<file path="src/design/rks_pkg.sv">
package rks_pkg;

    // Field widths of one record.
    localparam int unsigned RollW        = 16;
    localparam int unsigned NameHighW    = 64;
    localparam int unsigned NameMiddleW  = 64;
    localparam int unsigned NameLowW     = 32;
    localparam int unsigned NameW        = NameHighW + NameMiddleW + NameLowW;
    localparam int unsigned NameBytesMax = NameW / 8;
    localparam int unsigned MarksW       = 14;
    localparam int unsigned KeyW         = 2;

    // Sort key codes held in the configuration register.
    typedef enum logic [KeyW-1:0] {
        KeyRoll  = 2'd0,
        KeyName  = 2'd1,
        KeyMarks = 2'd2,
        KeyNone  = 2'd3
    } t_sort_key;

    // One stored record; byte 0 of the name sits in the top byte.
    typedef struct packed {
        logic [RollW-1:0]  roll;
        logic [NameW-1:0]  name;
        logic [MarksW-1:0] marks;
    } t_rec;

    // Sequencer states.
    typedef enum logic [2:0] {
        ST_LOAD,
        ST_GET_I,
        ST_CMP,
        ST_PUT_I,
        ST_EMIT_RD,
        ST_EMIT
    } t_state;

    // Mask that keeps the first nbytes name bytes and clears the rest.
    function automatic logic [NameW-1:0] name_keep_mask(int unsigned nbytes);
        logic [NameW-1:0] m;
        m = '0;
        for (int unsigned b = 0; b < NameBytesMax; b++) begin
            if (b < nbytes) begin
                m[NameW-1-8*b -: 8] = 8'hFF;
            end
        end
        return m;
    endfunction

endpackage

</file>
<file path="src/design/rks_cmp.sv">
// Compare unit: says whether record a must come after record b.
module rks_cmp (
    input  rks_pkg::t_sort_key i_key,
    input  rks_pkg::t_rec      i_a,
    input  rks_pkg::t_rec      i_b,
    output logic               o_swap
);

    localparam int unsigned Nb = rks_pkg::NameBytesMax;

    logic [Nb-1:0]                 zero_a;
    logic [Nb-1:0]                 zero_b;
    logic [rks_pkg::NameW-1:0]     trim_a;
    logic [rks_pkg::NameW-1:0]     trim_b;
    logic                          name_after;

    // Clear every byte after the first zero byte, so that a plain magnitude
    // compare of the trimmed names orders them as a C string compare does.
    always_comb begin
        for (int unsigned p = 0; p < Nb; p++) begin
            zero_a[p] = (i_a.name[rks_pkg::NameW-1-8*p -: 8] == 8'h00);
            zero_b[p] = (i_b.name[rks_pkg::NameW-1-8*p -: 8] == 8'h00);
        end
        for (int unsigned p = 0; p < Nb; p++) begin
            trim_a[rks_pkg::NameW-1-8*p -: 8] =
                (|(zero_a & Nb'((64'd1 << p) - 64'd1))) ? 8'h00
                                                         : i_a.name[rks_pkg::NameW-1-8*p -: 8];
            trim_b[rks_pkg::NameW-1-8*p -: 8] =
                (|(zero_b & Nb'((64'd1 << p) - 64'd1))) ? 8'h00
                                                         : i_b.name[rks_pkg::NameW-1-8*p -: 8];
        end
        name_after = (trim_a > trim_b);
    end

    // Key select; equal keys never swap.
    always_comb begin
        unique case (i_key)
            rks_pkg::KeyRoll:  o_swap = (i_a.roll > i_b.roll);
            rks_pkg::KeyName:  o_swap = name_after;
            rks_pkg::KeyMarks: o_swap = (i_a.marks < i_b.marks);
            rks_pkg::KeyNone:  o_swap = 1'b0;
            default:           o_swap = 1'b0;
        endcase
    end

endmodule

</file>
<file path="config.mk">
export PLATFORM = sky130hd
export DESIGN_NAME = rks_cmp
export DESIGN_NICKNAME = d
export VERILOG_FILES = /design/src/design/rks_pkg.sv /design/src/design/rks_cmp.sv
export SDC_FILE = /design/constraint.sdc
export NUM_CORES = 1
export LEC_CHECK = 0
export ABC_AREA = 1
export BUFFER_PORTS_ARGS = -buffer_cell sky130_fd_sc_hd__buf_2
export CAP_MARGIN = 20
export CORE_AREA = 2 2 150 152
export DETAILED_ROUTE_END_ITERATION = 16
export DIE_AREA = 0 0 152 154
export PLACE_DENSITY = 0.66
export SLEW_MARGIN = 20
export SYNTH_ARGS = -nofsm -noshare
export SYNTH_HDL_FRONTEND = slang
export SYNTH_SLANG_ARGS = --single-unit
</file>
<file path="constraint.sdc">
create_clock -name vclk -period 2.6
set_input_delay 0.13 -clock vclk [all_inputs]
set_output_delay 0.13 -clock vclk [all_outputs]
set_load 0.02 [all_outputs]
</file>
Word-level counts from Yosys, hierarchy flattened
Index checks and enable logic that the tools add are counted.
Widths: inputs -> output; s select.
- bits in registers: 0
- input port bits: 382
- output and inout port bits: 1
- word-level logic and storage cells: 120
- magnitude comparators: 3
- eq/ne operators: 3
- mux-type cells: 39
- reductions and logical operators: 75
- operators with widths (cell ; count):
    $logic_not 8->1 ; 38
    $mux 8 ; 38
    $gt 160x160->1 ; 1
    $reduce_or 19->1 ; 2
    $reduce_or 18->1 ; 2
    $reduce_or 17->1 ; 2
    $reduce_or 16->1 ; 2
    $reduce_or 15->1 ; 2
    $reduce_or 14->1 ; 2
    $reduce_or 13->1 ; 2
    $reduce_or 12->1 ; 2
    $reduce_or 11->1 ; 2
    $reduce_or 10->1 ; 2
    $reduce_or 9->1 ; 2
    $gt 16x16->1 ; 1
    $reduce_or 8->1 ; 2
    $lt 14x14->1 ; 1
    $reduce_or 7->1 ; 2
    $reduce_or 6->1 ; 2
    $reduce_or 5->1 ; 2
    $reduce_or 4->1 ; 2
    $reduce_or 3->1 ; 2
    $eq 2x2->1 const B ; 2
    $pmux 1 s4 ; 1
    other kinds (3) ; 4

Logic depth before layout (Yosys ltp)
- word-level depth: 5
- gate-level depth with buffers: 29
- gate-level depth less buffers: 29

Worst setup path before layout
Ideal clock, no wire load.
- path type: input -> output
- start: input i_a[173] (netlist name)
- end: output o_swap
- arrival time: 2.833 ns
- required time: 2.470 ns
- path slack: -0.363 ns
- cell stages on the path: 22
- buffers on the path: 0
- cell sequence: nor2_1 nand2_1 nor2_2 inv_2 nand2_2 inv_2 o21ai_2 nor2_2 nand3_2 nor2_1 nand2_1 nor2_1 ha_1 nand2_1 nor2_1 inv_1 nor4_1 nand2_1 nor3_1 nand2_1 nand3_1 nand3_1
- cells in the longest elaborated chain, start to end: 5
- elaborated cells between the ends (all ways): 40
- classes of those cells: 1 x order compare; 20 x mux; 19 x reduce/logical
- RTL lines (what ; line ; source):
    start: declaration ; rks_cmp.sv:4 ; input rks_pkg::t_rec i_a,
    $logic_not 8->1 ; rks_cmp.sv:21 ; zero_a[p] = (i_a.name[rks_pkg::NameW-1-8*p -: 8] == 8'h00);
    $reduce_or 19->1 (tied with other cells) ; rks_cmp.sv:26 ; (|(zero_a & Nb'((64'd1 << p) - 64'd1))) ? 8'h00
    $mux 8 ; rks_cmp.sv:26 ;
    $gt 160x160->1 * ; rks_cmp.sv:32 ; name_after = (trim_a > trim_b);
    $pmux 1 s4 * ; rks_cmp.sv:37 ; unique case (i_key)
    end: declaration ; rks_cmp.sv:6 ; output logic o_swap
Mark *: on every way between the ends. The rest lies on a longest branch, timed or not.

Worst setup path after layout
- start: input i_b[167] (netlist name)
- end: output o_swap
- cells in the longest elaborated chain, start to end: 5
- elaborated cells between the ends (all ways): 40
- classes of those cells: 1 x order compare; 20 x mux; 19 x reduce/logical
- RTL lines (what ; line ; source):
    start: declaration ; rks_cmp.sv:5 ; input rks_pkg::t_rec i_b,
    $logic_not 8->1 ; rks_cmp.sv:22 ; zero_b[p] = (i_b.name[rks_pkg::NameW-1-8*p -: 8] == 8'h00);
    $reduce_or 19->1 (tied with other cells) ; rks_cmp.sv:29 ; (|(zero_b & Nb'((64'd1 << p) - 64'd1))) ? 8'h00
    $mux 8 ; rks_cmp.sv:29 ;
    $gt 160x160->1 * ; rks_cmp.sv:32 ;
    $pmux 1 s4 * ; rks_cmp.sv:37 ;
Marks and branches as above.

==> results by group <==
Synth
  • Count of different cell masters after synthesis: 36
  • Count of synthesis-stage warnings from yosys: 0
  • Cell count after synthesis: 1352
  • Area fraction of the dominant cell type after synthesis: between 30% and 40%
  • Count leader, synth: nand2_1
  • Area contributors post-synth: ha_1 32%, nand2_1 18%, inv_1 12%
  • Synthesized cell area: 7443 um2
  • Leading area contributor after synthesis: ha_1
  • Share of synthesized area occupied by flip-flops and latches: 0%
  • Post-Syn Nets: slightly below 2000
  • Commonest cells post-synth: 360 x nand2_1, 247 x inv_1, 227 x nor2_1
  • Mean instance size in the synthesized netlist: approximately 5.5 um2

Finish
  • Post-route non-filler standard cell count: about 2300
  • FILL cells: approximately 2100
  • Post-layout net count: between 2000 and 3000
  • Count of clock buffers in the final design: 0
  • Layout overhead on the synthesized area: 73.66%
  • Flip-flop and latch count: 0
  • Share of post-route cells with drive strength above 1: roughly 41%
  • Sequential cell area: 0 um2

STA
  • Pin slew with the least headroom to its limit: about 0.9 ns
  • Final critical-path share of the clock period: 117.0%
  • Post-route worst setup slack: -0.4428 ns
  • Number of pins with negative max-slew slack in the final report: 0
  • Setup repair after global routing missed its margin: yes
  • Final setup violation count: 1
  • Tightest slew margin relative to the limit: between 30% and 40%
  • Final-report hold violation count: 0
  • Maximum clock frequency: about 330 MHz
  • Shortest period the worst path allows: a little over 3 ns
  • Worst hold-check slack: 0.6639 ns
  • Fin Setup TNS: -0.4428 ns

Placement
  • Post-Place Worst Slack: -0.9109 ns
  • Final weighted congestion of routability-driven global placement: about 0.9
  • Half-perimeter wire length after placement: 27620 um
  • Number of cells in the design after placement: ~2300
  • Count of buffers from port buffering: between 300 and 400

Hold path
  • Class of the tightest hold or removal check: in -> out
  • Cell count of the worst hold path: 4
  • Startpoint of the lowest-slack hold path: i_key[1]
  • Worst Hold Path EP: o_swap

Pwr
  • Leak pwr: 8.049 nW
  • Power per standard cell area: between 150 and 200 nW/um2
  • Final Power: slightly below 2 mW
  • Largest voltage drop on the vdd net: approximately 0.000067 V

Setup path
  • Crit path arrival time: ~2.9 ns
  • Slowest cell on the critical path: nor4_4
  • Timing startpoint of the critical path: i_b[167]
  • Start-to-end type of the worst setup path: in -> out
  • CP Launch Type: input port
  • Chain of cells forming the critical path: buf_6, nor4_4, nand2_2, buf_4, buf_4, buf_4, buf_4, buf_4, buf_4, nand2_1, ha_1, nand2_1, nor2_2, nand4_1, nor3b_1, buf_4, nand2_1, nand2_1, nor2_1, nand2_1, nand3_2, nand3_2, buf_6
  • Critical path capture point type: primary output
  • Data required time at the worst endpoint: between 2 and 2.5 ns
  • Worst-path maximum fanout: 8
  • Cell mode on critical path: buf_4
  • Delay contributed by the slowest stage of the critical path: 0.31 ns

Run
  • Max capacitance violation total: 0

GRT
  • GRT overflow: 0
  • Vias in the first global route: around 11000
  • Wire length of the first global-routing pass: 48810 um
  • Global-route usage over all layers: 24.52%
  • Largest net degree at the start of global routing: 27
  • Number of antenna violations at the first check in global routing: 2

Routing
  • Routed WL per cell: 13.18 um
  • DRC: 0
  • DR vias/cell: ~4.7
  • Number of DRC markers after the initial detailed-route iteration: around 430
  • Wire length after detailed routing: slightly above 30000 um
  • Total iterations of the first detailed-routing run: 5
  • Detail Route Antenna Nets: 0
  • Total via count after detailed routing: approximately 11000

Die
  • Number of I/O pins: approximately 380
  • Height of the chip: 154 um
  • Die Outline Area: approximately 23000 um2
  • Die boundary width: between 150 and 200 um
  • Row count: 54
  • Starting utilization of the core area: between 30% and 40%
  • Standard cell core area: between 20000 and 25000 um2

Status
  • Failing checks: setup timing
  • Result of the run: complete, but fails checks
layer usage:
metal  wire, um  part of all wire [%]  vias to the layer above  track usage (%)
met5         11                 0.036                        -                0
met1      12910                    42                     4843            29.10
met3       1604                   5.2                       47            2.142
met2      15580                    51                      324            48.13
li1           -                     -                     5808                -
met4        624                   2.0                        2            4.094
stage by stage:
step	area (um2)	util, %
2_1_floorplan	7710	-
3_3_place_gp	12250	56.46
3_5_place_dp	12250	56.46
4_1_cts	12540	57.80
5_1_grt	12920	59.59
6_report	12930	59.60
cell families (layout without fill, tap and decap cells):
family	count (synthesis)	in the layout	synth area share [%]
fa+ha+maj	189	189	31.77
other cells	0	1	0
simple gates	770	770	44.80
compound gates	131	131	9.683
buf+inv	262	960	13.75
power breakdown:
part / internal [mW] / switching [mW] / total [mW]
logic: 1.00 / 0.957 / 1.96
registers: 0 / 0 / 0
clock network: 0.0000000515 / 0 / 0.0000000515
total: 1.00 / 0.957 / 1.96
how the worst max path moves through the flow:
stage                         to  slack (ns)  depth (start not counted)
final                     o_swap       -0.44                         23
after global routing      o_swap       -0.67                         25
after CTS                 o_swap       -0.55                         24
after detailed placement  o_swap       -0.91                         23
after global placement    o_swap       -0.86                         23
after floorplan           o_swap       -0.10                         28
cell usage in the layout, fill, tap and decap left out, drive strengths merged:
cell | Yosys | layout
a21boi | 2 | 2
a21o | 5 | 5
a21oi | 92 | 92
and2 | 7 | 7
and3 | 1 | 1
buf | 7 | 707
clkbuf | 3 | 1
diode | 0 | 1
ha | 189 | 189
inv | 252 | 252
nand2 | 363 | 363
nand3 | 57 | 57
nand3b | 2 | 2
nand4 | 35 | 35
nor2 | 230 | 230
nor3 | 13 | 13
nor3b | 1 | 1
nor4 | 60 | 60
o2111ai | 1 | 1
o211ai | 1 | 1
o21a | 8 | 8
o21ai | 19 | 19
o221ai | 1 | 1
o31ai | 1 | 1
o41ai | 1 | 1
or2 | 1 | 1
critical path: cells and delay by family:
kind,cells,cell delay [ns]
buffers and inverters,9,1.13
adder cells (fa/ha/maj),1,0.17
AND/OR/NAND/NOR,13,1.48
what timing repair did:
action                     CTS  global route
hold buffers                 0             0
pin swaps                   29            53
setup endpoints to repair    1             1
gates resized for setup     60            81
buffers inserted             9             5
cloned                       0             1
layout make-up:
cell class | count | area (um2) | share of cell area, %
well taps | 280 | 350.3 | 2.710
diodes | 1 | 2.502 | 0.01936
repair buffers | 708 | 4513 | 34.91
multi-input cells | 1090 | 7097 | 54.90
inverters | 252 | 963.4 | 7.453
Power figures use the tool's default switching activity.
